File: config.mk
export PLATFORM = sky130hd
export DESIGN_NAME = priority_binary_semaphore
export DESIGN_NICKNAME = d
export VERILOG_FILES = /design/src/rtl/pbs_pkg.sv /design/src/rtl/pbs_datapath.sv /design/src/rtl/pbs_ctrl.sv /design/src/rtl/priority_binary_semaphore.sv
export SDC_FILE = /design/constraint.sdc
export NUM_CORES = 1
export LEC_CHECK = 0
export BUFFER_PORTS_ARGS = -buffer_cell sky130_fd_sc_hd__clkbuf_2
export CORE_AREA = 2 2 153 155
export DETAILED_ROUTE_END_ITERATION = 16
export DIE_AREA = 0 0 155 157
export PLACE_DENSITY_LB_ADDON = 0.25
export SETUP_SLACK_MARGIN = 0.02
export SLEW_MARGIN = 40
export SYNTH_ARGS = -nofsm -noshare
export SYNTH_HDL_FRONTEND = slang
export SYNTH_SLANG_ARGS = --single-unit
File: constraint.sdc
create_clock -name clk -period 3.3 [get_ports clk]
set_input_delay 0.99 -clock clk [delete_from_list [all_inputs] [get_ports clk]]
set_output_delay 0.99 -clock clk [all_outputs]
set_load 0.01 [all_outputs]
File: src/rtl/pbs_pkg.sv
`default_nettype none

package pbs_pkg;

  localparam int TASK_COUNT = 16;

  localparam logic FUNC_WAIT   = 1'b0;
  localparam logic FUNC_SIGNAL = 1'b1;

  typedef struct packed {
    logic       func;
    logic [3:0] task_id;
    logic [6:0] task_priority;
  } in_t;

  typedef struct packed {
    logic       acquired;
    logic       blocked;
    logic       full_reject;
    logic       woke_valid;
    logic [3:0] woke_task;
    logic [3:0] waiting_now;
  } out_t;

  typedef struct packed {
    logic load;
    logic decide;
    logic scan;
    logic shift;
    logic finish;
  } pbs_cmd_t;

  typedef struct packed {
    logic is_signal;
    logic list_empty;
    logic scan_done;
    logic shift_done;
  } pbs_sts_t;

endpackage

`default_nettype wire

File: src/rtl/pbs_datapath.sv
`default_nettype none

module pbs_datapath
  import pbs_pkg::*;
#(
  parameter int LIST_DEPTH = 8
) (
  input  wire logic     clk,
  input  wire logic     rst_n,
  input  wire in_t      in_data,
  input  wire pbs_cmd_t cmd,
  output pbs_sts_t      sts,
  output out_t          out_data
);

  localparam int AW = $clog2(LIST_DEPTH);
  localparam int CW = $clog2(LIST_DEPTH + 1);
  localparam logic [CW-1:0] FULL_COUNT = CW'(LIST_DEPTH);

  logic [3:0]    mem_task [LIST_DEPTH];
  logic [6:0]    mem_prio [LIST_DEPTH];

  in_t           item_r, item_nxt;
  logic          avail_r, avail_nxt;
  logic [CW-1:0] count_r, count_nxt;
  logic [CW-1:0] idx_r, idx_nxt;
  logic          rvld_r, rvld_nxt;
  logic [CW-1:0] rd_idx_r, rd_idx_nxt;
  logic [3:0]    rd_task_r;
  logic [6:0]    rd_prio_r;
  logic          best_any_r, best_any_nxt;
  logic [CW-1:0] best_idx_r, best_idx_nxt;
  logic [6:0]    best_prio_r, best_prio_nxt;
  logic [3:0]    best_task_r, best_task_nxt;
  logic          acq_r, acq_nxt;
  logic          blk_r, blk_nxt;
  logic          rej_r, rej_nxt;
  logic          wv_r, wv_nxt;
  logic [3:0]    wt_r, wt_nxt;
  out_t          out_r, out_nxt;

  logic          take_new;
  logic [CW-1:0] sel_idx;
  logic [3:0]    sel_task;
  logic [CW-1:0] wr_idx;
  logic [AW-1:0] rd_addr;
  logic          mem_we;
  logic [AW-1:0] mem_wr_addr;
  logic [3:0]    mem_wr_task;
  logic [6:0]    mem_wr_prio;
  logic          scan_done;
  logic          shift_done;

  // The earliest entry keeps the lead on equal priority.
  assign take_new   = !best_any_r || (rd_prio_r > best_prio_r);
  assign sel_idx    = take_new ? rd_idx_r : best_idx_r;
  assign sel_task   = take_new ? rd_task_r : best_task_r;
  assign wr_idx     = rd_idx_r - CW'(1);
  assign rd_addr    = idx_r[AW-1:0];
  assign scan_done  = rvld_r && (rd_idx_r == (count_r - CW'(1)));
  assign shift_done = (idx_r == count_r);

  assign sts.is_signal  = (item_r.func == FUNC_SIGNAL);
  assign sts.list_empty = (count_r == '0);
  assign sts.scan_done  = scan_done;
  assign sts.shift_done = shift_done;
  assign out_data       = out_r;

  always_comb begin
    item_nxt      = item_r;
    avail_nxt     = avail_r;
    count_nxt     = count_r;
    idx_nxt       = idx_r;
    rvld_nxt      = rvld_r;
    rd_idx_nxt    = rd_idx_r;
    best_any_nxt  = best_any_r;
    best_idx_nxt  = best_idx_r;
    best_prio_nxt = best_prio_r;
    best_task_nxt = best_task_r;
    acq_nxt       = acq_r;
    blk_nxt       = blk_r;
    rej_nxt       = rej_r;
    wv_nxt        = wv_r;
    wt_nxt        = wt_r;
    out_nxt       = out_r;
    mem_we        = 1'b0;
    mem_wr_addr   = count_r[AW-1:0];
    mem_wr_task   = 4'(item_r.task_id % TASK_COUNT);
    mem_wr_prio   = item_r.task_priority;

    if (cmd.load) begin
      item_nxt = in_data;
    end

    if (cmd.decide) begin
      idx_nxt      = '0;
      rvld_nxt     = 1'b0;
      best_any_nxt = 1'b0;
      acq_nxt      = 1'b0;
      blk_nxt      = 1'b0;
      rej_nxt      = 1'b0;
      wv_nxt       = 1'b0;
      wt_nxt       = '0;
      if (item_r.func == FUNC_WAIT) begin
        if (avail_r) begin
          avail_nxt = 1'b0;
          acq_nxt   = 1'b1;
        end else if (count_r == FULL_COUNT) begin
          rej_nxt = 1'b1;
        end else begin
          mem_we    = 1'b1;
          count_nxt = count_r + CW'(1);
          blk_nxt   = 1'b1;
        end
      end else if (count_r == '0) begin
        avail_nxt = 1'b1;
      end
    end

    if (cmd.scan) begin
      if (rvld_r) begin
        best_any_nxt  = 1'b1;
        best_idx_nxt  = sel_idx;
        best_prio_nxt = take_new ? rd_prio_r : best_prio_r;
        best_task_nxt = sel_task;
      end
      if (idx_r < count_r) begin
        rvld_nxt   = 1'b1;
        rd_idx_nxt = idx_r;
        idx_nxt    = idx_r + CW'(1);
      end else begin
        rvld_nxt = 1'b0;
      end
      if (scan_done) begin
        idx_nxt  = sel_idx + CW'(1);
        rvld_nxt = 1'b0;
        wv_nxt   = 1'b1;
        wt_nxt   = sel_task;
      end
    end

    if (cmd.shift) begin
      if (rvld_r) begin
        mem_we      = 1'b1;
        mem_wr_addr = wr_idx[AW-1:0];
        mem_wr_task = rd_task_r;
        mem_wr_prio = rd_prio_r;
      end
      if (!shift_done) begin
        rvld_nxt   = 1'b1;
        rd_idx_nxt = idx_r;
        idx_nxt    = idx_r + CW'(1);
      end else begin
        rvld_nxt  = 1'b0;
        count_nxt = count_r - CW'(1);
        avail_nxt = 1'b0;
      end
    end

    if (cmd.finish) begin
      out_nxt.acquired    = acq_r;
      out_nxt.blocked     = blk_r;
      out_nxt.full_reject = rej_r;
      out_nxt.woke_valid  = wv_r;
      out_nxt.woke_task   = wt_r;
      out_nxt.waiting_now = 4'(count_r);
    end
  end

  always_ff @(posedge clk) begin
    if (mem_we) begin
      mem_task[mem_wr_addr] <= mem_wr_task;
      mem_prio[mem_wr_addr] <= mem_wr_prio;
    end
    rd_task_r <= mem_task[rd_addr];
    rd_prio_r <= mem_prio[rd_addr];
  end

  always_ff @(posedge clk) begin
    if (!rst_n) begin
      avail_r <= 1'b0;
      count_r <= '0;
      rvld_r  <= 1'b0;
    end else begin
      avail_r <= avail_nxt;
      count_r <= count_nxt;
      rvld_r  <= rvld_nxt;
    end
  end

  always_ff @(posedge clk) begin
    item_r      <= item_nxt;
    idx_r       <= idx_nxt;
    rd_idx_r    <= rd_idx_nxt;
    best_any_r  <= best_any_nxt;
    best_idx_r  <= best_idx_nxt;
    best_prio_r <= best_prio_nxt;
    best_task_r <= best_task_nxt;
    acq_r       <= acq_nxt;
    blk_r       <= blk_nxt;
    rej_r       <= rej_nxt;
    wv_r        <= wv_nxt;
    wt_r        <= wt_nxt;
    out_r       <= out_nxt;
  end

endmodule

`default_nettype wire

File: src/rtl/pbs_ctrl.sv
`default_nettype none

module pbs_ctrl
  import pbs_pkg::*;
(
  input  wire logic     clk,
  input  wire logic     rst_n,
  input  wire logic     in_valid,
  output logic          in_ready,
  output logic          out_valid,
  input  wire logic     out_ready,
  input  wire pbs_sts_t sts,
  output pbs_cmd_t      cmd
);

  localparam logic [2:0] S_IDLE   = 3'd0;
  localparam logic [2:0] S_DECIDE = 3'd1;
  localparam logic [2:0] S_SCAN   = 3'd2;
  localparam logic [2:0] S_SHIFT  = 3'd3;
  localparam logic [2:0] S_FINISH = 3'd4;

  logic [2:0] state_r, state_nxt;
  logic       out_valid_r, out_valid_nxt;
  logic       slot_free;

  assign in_ready  = (state_r == S_IDLE);
  assign out_valid = out_valid_r;
  assign slot_free = !out_valid_r || out_ready;

  always_comb begin
    state_nxt     = state_r;
    out_valid_nxt = out_valid_r && !out_ready;
    cmd           = '0;
    case (state_r)
      S_IDLE: begin
        if (in_valid) begin
          cmd.load  = 1'b1;
          state_nxt = S_DECIDE;
        end
      end
      S_DECIDE: begin
        cmd.decide = 1'b1;
        if (sts.is_signal && !sts.list_empty) begin
          state_nxt = S_SCAN;
        end else begin
          state_nxt = S_FINISH;
        end
      end
      S_SCAN: begin
        cmd.scan = 1'b1;
        if (sts.scan_done) begin
          state_nxt = S_SHIFT;
        end
      end
      S_SHIFT: begin
        cmd.shift = 1'b1;
        if (sts.shift_done) begin
          state_nxt = S_FINISH;
        end
      end
      S_FINISH: begin
        if (slot_free) begin
          cmd.finish    = 1'b1;
          out_valid_nxt = 1'b1;
          state_nxt     = S_IDLE;
        end
      end
      default: begin
        state_nxt = S_IDLE;
      end
    endcase
  end

  always_ff @(posedge clk) begin
    if (!rst_n) begin
      state_r     <= S_IDLE;
      out_valid_r <= 1'b0;
    end else begin
      state_r     <= state_nxt;
      out_valid_r <= out_valid_nxt;
    end
  end

endmodule

`default_nettype wire

File: src/rtl/priority_binary_semaphore.sv
// Binary semaphore with a priority-ordered list of waiting tasks.
// The input channel (in_valid, in_ready, in_data) carries one beat per call:
// a wait by a task with its number and priority, or a signal. The output
// channel (out_valid, out_ready, out_data) returns exactly one beat per call,
// in call order.
// For a wait, or a signal on an empty list, the call goes from its decide
// step straight to its final step. A signal with tasks waiting makes two
// passes: one pass reads the list memory one entry per cycle to find the
// first entry of highest priority, and a second pass moves the entries behind
// it up by one, again one read and one write per cycle.
// One call is processed at a time; in_ready is high only when the block is
// idle, which it becomes as the result is issued, so a new call is not taken
// before the previous one has reached its final step. A new call is taken
// while the previous result still waits in the output register.
// If the receiver stalls, the result is held in the output register and the
// next call waits at its final step until the register is free.
// Reset leaves the semaphore unavailable and the list empty, with no result
// pending; no clearing pass is needed.
`default_nettype none

module priority_binary_semaphore
  import pbs_pkg::*;
#(
  parameter int LIST_DEPTH = 8
) (
  input  wire logic clk,
  input  wire logic rst_n,
  input  wire logic in_valid,
  output logic      in_ready,
  input  wire in_t  in_data,
  output logic      out_valid,
  input  wire logic out_ready,
  output out_t      out_data
);

  pbs_cmd_t cmd;
  pbs_sts_t sts;

  pbs_ctrl u_ctrl (
    .clk       (clk),
    .rst_n     (rst_n),
    .in_valid  (in_valid),
    .in_ready  (in_ready),
    .out_valid (out_valid),
    .out_ready (out_ready),
    .sts       (sts),
    .cmd       (cmd)
  );

  pbs_datapath #(
    .LIST_DEPTH (LIST_DEPTH)
  ) u_datapath (
    .clk      (clk),
    .rst_n    (rst_n),
    .in_data  (in_data),
    .cmd      (cmd),
    .sts      (sts),
    .out_data (out_data)
  );

endmodule

`default_nettype wire

* After elaboration in Yosys (flattened, before gate mapping)
Memories as Yosys holds them, arrays and structs flattened. A register that Yosys moved wholly into a read port is not among the register bits.
Cells that the tools add are included.
W data, S select, Z words.
** Word-level totals
- Memories :: 2
- RAM bits :: 88
- Register bits after elaboration :: 66
- Word-level logic and storage cells :: 130
** Operators by class
- $lt $le $gt $ge :: 2
- Eq/ne operators :: 11
- Reduce and logical (&&, ||, !) cells :: 16
- Muxes and demuxes :: 69
- $add $sub $neg :: 5
** Memory list
- u_datapath.mem_prio :: depth 8, width 7, read ports 1, clocked after memory_dff 1, write ports 1, RTL line pbs_datapath.sv:21 : logic [6:0] mem_prio [LIST_DEPTH];
- u_datapath.mem_task :: depth 8, width 4, read ports 1, clocked after memory_dff 1, write ports 1, RTL line pbs_datapath.sv:20 : logic [3:0] mem_task [LIST_DEPTH];
** Operators with widths (count)
- $mux W4 :: 23
- $mux W1 :: 36
- $mux W3 :: 7
- $pmux W3 S5 :: 1
- $mux W7 :: 2
- $add A4 B1 Y4 const B :: 3
- $eq A4 B4 Y1 :: 2
- $gt A7 B7 Y1 :: 1
- $eq A3 B2 Y1 const B :: 2
- $ne A2 B1 Y1 const B :: 3
- $eq A4 B4 Y1 const B :: 1
- $logic_not A1 Y1 :: 4
- $logic_not A4 Y1 :: 1
- $lt A4 B4 Y1 :: 1
- $reduce_and A4 Y1 :: 1
- $sub A4 B1 Y4 const B :: 1
- $eq A3 B1 Y1 const B :: 1
- $eq A3 B3 Y1 const B :: 1
- $logic_and A1 B1 Y1 :: 3
- $logic_not A3 Y1 :: 1
- $reduce_and A3 Y1 :: 1
- $reduce_bool A3 Y1 :: 1
- $sub A3 B1 Y3 const B :: 1
- $logic_or A1 B1 Y1 :: 2
- other kinds (3) :: 3

* Logic depth before layout (Yosys ltp)
Gate-level depths: netlist of run 1.
- Depth after elaboration :: 9
- Gate-level depth with buffers :: 13

* Hierarchy
Synthesis of run 1 repeated with hierarchy kept, for this count alone.
** Unflattened totals
- Cell total of the unflattened synthesis :: 473
- Area total of the unflattened synthesis :: 7059.3 um^2
** By module, submodules not included
- pbs_datapath :: area each 6757.7 um^2, seq. area each 4524.3 um^2, cells an instance 436, instances 1
- pbs_ctrl :: area each 301.5 um^2, seq. area each 80.1 um^2, cells an instance 37, instances 1

* Worst setup path before layout of run 1
Ideal clock, no wire load.
- Kind :: register -> register
- From :: reg u_datapath.idx_r[0]
- To :: reg u_datapath.rd_idx_r[1]
- Data required time :: 3.179 ns
- Path buffers :: 3
- Setup time :: 0.121 ns
- Stages on the path, launching flop included :: 10
- Path slack :: 0.529 ns
- Period minus slack after synthesis :: 2.771 ns
- Data arrival time :: 2.650 ns
- Cells stage by stage :: dfxtp_1 -> clkbuf_1 -> buf_2 -> inv_1 -> ha_1 -> and4_1 -> and3b_1 -> clkbuf_1 -> a31oi_1 -> mux2_2
** Between the ends
- Word-level cells in the longest chain between the ends :: 5
** Ends and longest elaborated chain
- start: declaration :: RTL line pbs_datapath.sv:26 : logic [CW-1:0] idx_r, idx_nxt;
- start signal: assignment :: RTL line pbs_datapath.sv:193 : idx_r <= idx_nxt;
- $lt A4 B4 Y1 :: RTL line pbs_datapath.sv:127 : if (idx_r < count_r) begin
- $mux W4 :: RTL line pbs_datapath.sv:127
- $mux W4 :: RTL line pbs_datapath.sv:120 : if (cmd.scan) begin
- $mux W4 :: RTL line pbs_datapath.sv:149 : if (!shift_done) begin
- $mux W4 (*) :: RTL line pbs_datapath.sv:142 : if (cmd.shift) begin
- named net u_datapath.rd_idx_nxt[1] :: RTL line pbs_datapath.sv:28 : logic [CW-1:0] rd_idx_r, rd_idx_nxt;
- end signal: assignment :: RTL line pbs_datapath.sv:194 : rd_idx_r <= rd_idx_nxt;
- end: declaration :: RTL line pbs_datapath.sv:28
The timed path passes the listed nets; every way through them passes the cells marked *.
A chain may end at the register's enable or synchronous reset.

* Worst setup path in the final report of run 1
- From :: reg u_datapath.count_r[2]
- To :: reg u_datapath.rd_idx_r[2]
** Between the ends
- Word-level cells in the longest chain between the ends :: 5
** Ends and longest elaborated chain
- start: declaration :: RTL line pbs_datapath.sv:25 : logic [CW-1:0] count_r, count_nxt;
- start signal: assignment :: RTL line pbs_datapath.sv:186 : count_r <= count_nxt;
- $lt A4 B4 Y1 :: RTL line pbs_datapath.sv:127
- $mux W4 :: RTL line pbs_datapath.sv:127
- $mux W4 :: RTL line pbs_datapath.sv:120
- $mux W4 :: RTL line pbs_datapath.sv:149
- $mux W4 (*) :: RTL line pbs_datapath.sv:142
- named net u_datapath.rd_idx_nxt[2] :: RTL line pbs_datapath.sv:28
Marks and branches as above.

==> results of run 1 <==
sequential cells by signal, indices dropped and copies added (netlist names), 3 cells and up:
register / count
u_datapath.best_prio_r: 7
u_datapath.mem_task: 32
u_datapath.best_idx_r: 4
u_ctrl.state_r: 3
u_datapath.item_r: 11
u_datapath.mem_prio: 56
u_datapath.out_data: 12
u_datapath.best_task_r: 4
u_datapath.count_r: 4
u_datapath.rd_idx_r: 4
u_datapath.rd_task_r: 4
u_datapath.rd_prio_r: 7
u_datapath.idx_r: 4
u_datapath.wt_r: 4
cells in the final DEF (no fill, tap or decap), drive strengths merged, types with 2 or more instances in the layout:
cell type,n
edfxtp,130
clkbuf,46
nand2,36
dfxtp,35
inv,31
mux2,29
nor2,29
mux4,22
o21ai,18
buf,17
ha,16
a21oi,11
nor2b,8
nand3,8
xnor2,7
nor3,6
nand4,4
a211oi,4
xor2,4
clkinv,4
o221ai,3
nand3b,2
o22ai,2
mux2i,2
o211ai,2
a31oi,2
o21a,2
and3,2
worst register-to-register path, cell delays in order (launching register included):
cell and delay (ns):
dfxtp_1 0.49, inv_1 0.14, ha_1 0.31, and4_1 0.23, and3b_1 0.26, a31oi_1 0.51
mux2_2 0.41
area by class of cell:
type / count / share of cell area
Clock buffer: 17 / 0.05409
Clock inverter: 15 / 0.02195
Inverter: 21 / 0.01002
Multi-Input combinational cell: 233 / 0.2485
Sequential cell: 165 / 0.5854
Tap cell: 285 / 0.04534
Timing Repair Buffer: 46 / 0.03468
worst max path at each step:
stage,start,end,slack (ns)
after floorplan,u_datapath.idx_r[0]$_DFF_P_,u_datapath.rd_idx_r[1]$_DFF_P_,0.53
after global placement,u_ctrl.state_r[0]$_SDFFE_PN0P_,u_datapath.mem_task[5][2]$_DFFE_PP_,0.92
after detailed placement,u_ctrl.state_r[0]$_SDFFE_PN0P_,u_datapath.mem_prio[2][2]$_DFFE_PP_,0.86
after CTS,u_ctrl.state_r[0]$_SDFFE_PN0P_,u_datapath.mem_prio[2][6]$_DFFE_PP_,0.83
after global routing,u_datapath.count_r[2]$_SDFF_PN0_,u_datapath.rd_idx_r[2]$_DFF_P_,0.65
final,u_datapath.count_r[2]$_SDFF_PN0_,u_datapath.rd_idx_r[2]$_DFF_P_,0.83
power by group through the flow:
stage	clock network [mW]	registers, mW	logic [mW]
2_1_floorplan	0	2.37	0.200
6_report	1.96	2.34	0.284
3_3_place_gp	0	2.39	0.288
5_1_grt	2.09	2.35	0.315
4_1_cts	2.02	2.34	0.289
3_5_place_dp	0	2.39	0.286
per-layer routing:
layer / GRT usage / up-vias
met3: 0.02533 / 19
met4: 0.05467 / 0
met1: 0.1488 / 1873
li1: - / 1754
met2: 0.2163 / 61
met5: 0 / -
cell families (layout without fill, tap and decap cells):
logic type               count (synthesis)  after routing  share of synthesized area
flip-flops                             165            165                     0.6866
multiplexers                            53             53                     0.1256
AO/OA/AOI/OAI                           50             50                    0.04720
buffers and inverters                   37             99                    0.02220
XOR/XNOR                                12             12                    0.01772
AND/OR/NAND/NOR                        102            102                    0.07090
adder cells (fa/ha/maj)                 16             16                    0.02985
==> impl_metrics.json, run 1 <==
{
  "final_total_negative_setup_slack_ns": 0,
  "synth_async_sr_flop_share": 0,
  "met2_wirelength_um": 7377,
  "routedLengthMet1_um": 6298,
  "run_status": "completed",
  "detail_route.wl_per_cell_um": 18.29,
  "number_of_flops_mapped_to_enable_cells_by_yosys": 130,
  "filler_cell_count": 2117,
  "p_int_mw": 3.446,
  "power_frac_seq": 0.510,
  "cp.arrival_ns": 2.78,
  "synthCells": 435,
  "critical_path_buf_inv_count": 1,
  "num_vias": 3707,
  "insertedDiodeCount": 0,
  "final-setup-viol-count": 0,
  "clk_pin_slew_worst_paths_ns": 0.07,
  "total_of_buffers_placed_on_input_and_output_ports": 29,
  "setup.worst_path.end_class": "register",
  "worst_hold_launch": "u_datapath.acq_r$_SDFFCE_PP0P_",
  "drt_pass1_iterations": 4,
  "io_pins": 30,
  "place_hpwl_um": 9854,
  "dominant_synthesized_flop_cell": "edfxtp_1",
  "clock_tree_from_tritoncts": "built",
  "dieWidth_um": 155,
  "yosysUniqueCellTypes": 43,
  "synth_largest_area_cell": "edfxtp_1",
  "ys.warnings.count": 0,
  "worstPathMaxFanout": 8,
  "maxSlewHeadroom": 0.5767,
  "critical_path_class": "reg -> reg",
  "cts_bufs_inserted": 17,
  "worst_slew_pin_slew_ns": 0.6320,
  "portion_of_synthesized_cell_area_occupied_by_the_leading_cell_type": 0.5821,
  "drtIter0Drc": 231,
  "first_pass_grt_wire_length_um": 22160,
  "tmin_final_ns": 2.469,
  "ff2ff_setup_slack_ns": 0.83,
  "vdd_drop_max_mv": 0.2189,
  "layout-area-overhead-vs-synth_pct": 17.28,
  "critical_path_s_slowest_cell": "a31oi_1",
  "power_mw": 4.587,
  "dieHeight_um": 157,
  "top_layer_used": "met4",
  "hold_depth": 0,
  "reg2reg_to": "u_datapath.rd_idx_r[2]$_DFF_P_",
  "critical_path.max_stage_delay_ns": 0.51,
  "proportion_of_synthesized_chip_area_in_sequential_cells": 0.6866,
  "hold_viol_final": 0,
  "cts-hold-fix-buffers": 0,
  "whs_endpoint": "u_datapath.out_data[11]$_DFFE_PP_",
  "cts_setup_buffers": 0,
  "r2r.worst_path.cells": 6,
  "cts_root_buffer": "clkbuf_16",
  "total_area_of_multi_input_combinational_cells_um2": 1954,
  "maxCapViolCount": 0,
  "skew_ns": 0.008283,
  "layout.cells.non_filler": 782,
  "floorplan.core_area_um2": 22500,
  "timing.fmax_mhz": 405.1,
  "cts_repair_resize_count": 0,
  "dpl_worst_slack_ns": 0.8635,
  "std_cell_rows": 55,
  "finalHoldWorstSlack_ns": 0.4205,
  "timing.critical_path.max_delay_family": "compound AO/OA/AOI/OAI gates",
  "rsz_0062_raised_after_global_routing": "false",
  "timing.hold.worst.class": "reg -> reg",
  "start_util": 0.2980,
  "period_share": 0.7480,
  "rr_startpoint": "u_datapath.count_r[2]$_SDFF_PN0_",
  "vias_per_cell": 4.740,
  "post_route_cells_drive_above_1_share": 0.2676,
  "layout.nets": 516,
  "fp.dieArea_um2": 24340,
  "finalMaxSlewViolations": 0,
  "grt_usage": 0.1240,
  "sw_power_mw": 1.141,
  "worstPathCellList": "inv_1, ha_1, and4_1, and3b_1, a31oi_1, mux2_2",
  "power.leakage_nw": 2.728,
  "worst_slack_ns": 0.8315,
  "antenna_found_initial": 0,
  "clk_path_buf_depth": 2,
  "grt_max_degree": 27,
  "critical_path_depth": 6,
  "detail_route.wirelength_um": 14310,
  "grt.overflow.total": 0,
  "number_of_global_route_vias_before_repair": 3882,
  "synth.net_count": 467,
  "gp_congestion": 0.8083,
  "power.share.switching": 0.2487,
  "crit_required_ns": 3.61,
  "detailroute.wirelength.met3_um": 358,
  "synth_area_um2": 6706,
  "numClockSinks": 165,
  "postLayoutCoreUtil": 0.3495,
  "regArea_um2": 4604,
  "power_frac_clock": 0.428,
  "postPlaceCellArea_um2": 7267,
  "htree_num_levels": 4,
  "p_per_area_nw_per_um2": 583.2,
  "clk_latency_ns": 0.43,
  "final_design_area_no_fill_um2": 7865,
  "comb_power_share": 0.062,
  "synthesis.area_per_instance_um2": 15.42,
  "post-place-cells": 750,
  "drc_errors": 0,
  "main_area_contributors_after_synthesis": "edfxtp_1 (58%), dfxtp_1 (10%), mux4_2 (7.4%), mux2_2 (4.9%), ha_1 (3.0%)",
  "most_repeated_cell_in_the_gate_level_netlist_after_synthesis": "edfxtp_1",
  "synth.ff_latch_count": 165,
  "startpoint_type": "register",
  "detail-route-antenna-nets": 0,
  "post_synth_most_frequent_cells": "edfxtp_1 (130), nand2_1 (36), dfxtp_1 (35)"
}
Power figures use the tool's default switching activity.
==> inputs of run 2 (changes only) <==
Clock period 3.3 ns to 2.3 ns, I/O delays scaled along.
==> run 2 against run 1 <==
  * Global-route usage decreased by 0.17 points
  * Final cell count up 2.3%
  * Clock skew is 0.0039 ns higher
  * Worst hold slack lost 0.0075 ns
  * Critical endpoint is now u_datapath.mem_prio[4][2]$_DFFE_PP_
  * Core utilization up 0.88 points
==> impl_metrics.json, run 2 (synthesized netlist as in run 1, its figures left out) <==
{
  "grt_max_degree": 27,
  "critical_path_s_slowest_cell": "or3b_4",
  "num_vias": 3730,
  "comb_power_share": 0.071,
  "antenna_found_initial": 0,
  "clk_latency_ns": 0.43,
  "rsz_0062_raised_after_global_routing": "true",
  "worst_slew_pin_slew_ns": 0.7121,
  "critical_path.max_stage_delay_ns": 0.40,
  "numClockSinks": 165,
  "worstPathCellList": "or3b_4, or3_4, nor2_2, a21oi_1, nor2_1, buf_4",
  "final-setup-viol-count": 0,
  "maxSlewHeadroom": 0.5221,
  "grt.overflow.total": 0,
  "maxCapViolCount": 0,
  "worst_slack_ns": 0.1800,
  "dieHeight_um": 157,
  "p_per_area_nw_per_um2": 820.7,
  "clock_tree_from_tritoncts": "built",
  "dieWidth_um": 155,
  "postLayoutCoreUtil": 0.3584,
  "vdd_drop_max_mv": 0.4084,
  "skew_ns": 0.01215,
  "sw_power_mw": 1.644,
  "final_total_negative_setup_slack_ns": 0,
  "layout-area-overhead-vs-synth_pct": 20.24,
  "power_mw": 6.618,
  "place_hpwl_um": 9873,
  "floorplan.core_area_um2": 22500,
  "detail-route-antenna-nets": 0,
  "io_pins": 30,
  "setup.worst_path.end_class": "register",
  "detail_route.wirelength_um": 14020,
  "power_frac_seq": 0.506,
  "critical_path_class": "reg -> reg",
  "run_status": "completed",
  "commonest_non_fill_non_tap_cells_in_the_layout": "edfxtp_1 (130), nand2_1 (36), dfxtp_1 (35), buf_4 (34)",
  "timing.hold.worst.class": "reg -> reg",
  "startpoint_type": "register",
  "dpl_worst_slack_ns": 0.04732,
  "worstPathMaxFanout": 11,
  "clk_pin_slew_worst_paths_ns": 0.07,
  "layout.cells.non_filler": 800,
  "hold_viol_final": 0,
  "insertedDiodeCount": 0,
  "total_of_buffers_placed_on_input_and_output_ports": 29,
  "largest_register_ffs": 56,
  "clk_path_buf_depth": 2,
  "largest_register": "u_datapath.mem_prio",
  "gp_congestion": 0.7928,
  "period_share": 0.9217,
  "post_route_cells_drive_above_1_share": 0.3068,
  "std_cell_rows": 55,
  "detail_route.wl_per_cell_um": 17.53,
  "tmin_final_ns": 2.120,
  "layout.nets": 534,
  "start_util": 0.2980,
  "crit_required_ns": 2.42,
  "cts_root_buffer": "clkbuf_16",
  "drt_pass1_iterations": 4,
  "number_of_global_route_vias_before_repair": 3843,
  "power.share.switching": 0.2485,
  "cts_bufs_inserted": 17,
  "post-place-cells": 767,
  "cp.arrival_ns": 2.24,
  "p_int_mw": 4.974,
  "timing.fmax_mhz": 471.7,
  "commonest_non_fill_non_tap_cell_in_the_layout": "edfxtp_1",
  "fp.dieArea_um2": 24340,
  "grt_usage": 0.1223,
  "power.leakage_nw": 2.828,
  "drtIter0Drc": 211,
  "finalMaxSlewViolations": 0,
  "first_pass_grt_wire_length_um": 22110,
  "vias_per_cell": 4.663,
  "power_frac_clock": 0.423,
  "cts-hold-fix-buffers": 0,
  "drc_errors": 0,
  "htree_num_levels": 4
}
[run 2: power by group through the flow]
stage | clock network (mW) | logic (mW) | registers [mW]
final | 2.80 | 0.470 | 3.35
after global routing | 3.01 | 0.521 | 3.35
after CTS | 2.89 | 0.466 | 3.35
after detailed placement | 0 | 0.463 | 3.41
after global placement | 0 | 0.453 | 3.41
after floorplan | 0 | 0.292 | 3.40
[run 2: area by class of cell]
| cell class | instances | area (µm²) |
|---|---|---|
| Fill cell | 2086 | 14440 |
| Multi-Input combinational cell | 233 | 1993 |
| Clock inverter | 15 | 185.2 |
| Sequential cell | 165 | 4604 |
| Inverter | 21 | 78.83 |
| Tap cell | 285 | 356.6 |
| Timing Repair Buffer | 64 | 420.4 |
| Clock buffer | 17 | 425.4 |
[run 2: path summary, 6_finish.rpt]
kind | to | from | slack (ns) | cells past startpoint
worst max-delay path | u_datapath.mem_prio[4][2]$_DFFE_PP_ | u_ctrl.state_r[2]$_SDFFE_PN0P_ | 0.18 | 6
worst min-delay path | u_datapath.out_data[9]$_DFFE_PP_ | u_datapath.rej_r$_SDFFCE_PP0P_ | 0.41 | 0
worst max register to register | u_datapath.mem_prio[4][2]$_DFFE_PP_ | u_ctrl.state_r[2]$_SDFFE_PN0P_ | 0.18 | 6
worst min register to register | u_datapath.out_data[9]$_DFFE_PP_ | u_datapath.rej_r$_SDFFCE_PP0P_ | 0.41 | 0
[run 2: per-stage QoR]
step / cell area [µm²] / hold slack (ns)
detailed placement: 7423 / 0.4063
finish: 8064 / 0.4130
CTS: 8034 / 0.4105
global route: 8064 / 0.4042
global placement: 7421 / 0.4087
floorplan: 6731 / 0.4003
[run 2: routing by layer]
layer  vias up  GRT usage  share of wire
li1       1788          -              -
met1      1849     0.1676           0.47
met2        83     0.1875           0.47
met3        10    0.03249          0.050
met4         0    0.04409          0.013
met5         -          0              0
[run 2: timing repair]
item,4_1_cts,5_1_grt
resized for setup,0,9
buffers inserted,0,1
setup endpoints to repair,0,67
[run 2: worst max-delay path, delay by kind of cell (launching register included)]
| family | cells | cell delay, ns |
|---|---|---|
| flops | 1 | 0.33 |
| compound gates | 1 | 0.15 |
| simple gates | 4 | 1.10 |
| buf+inv | 1 | 0.23 |
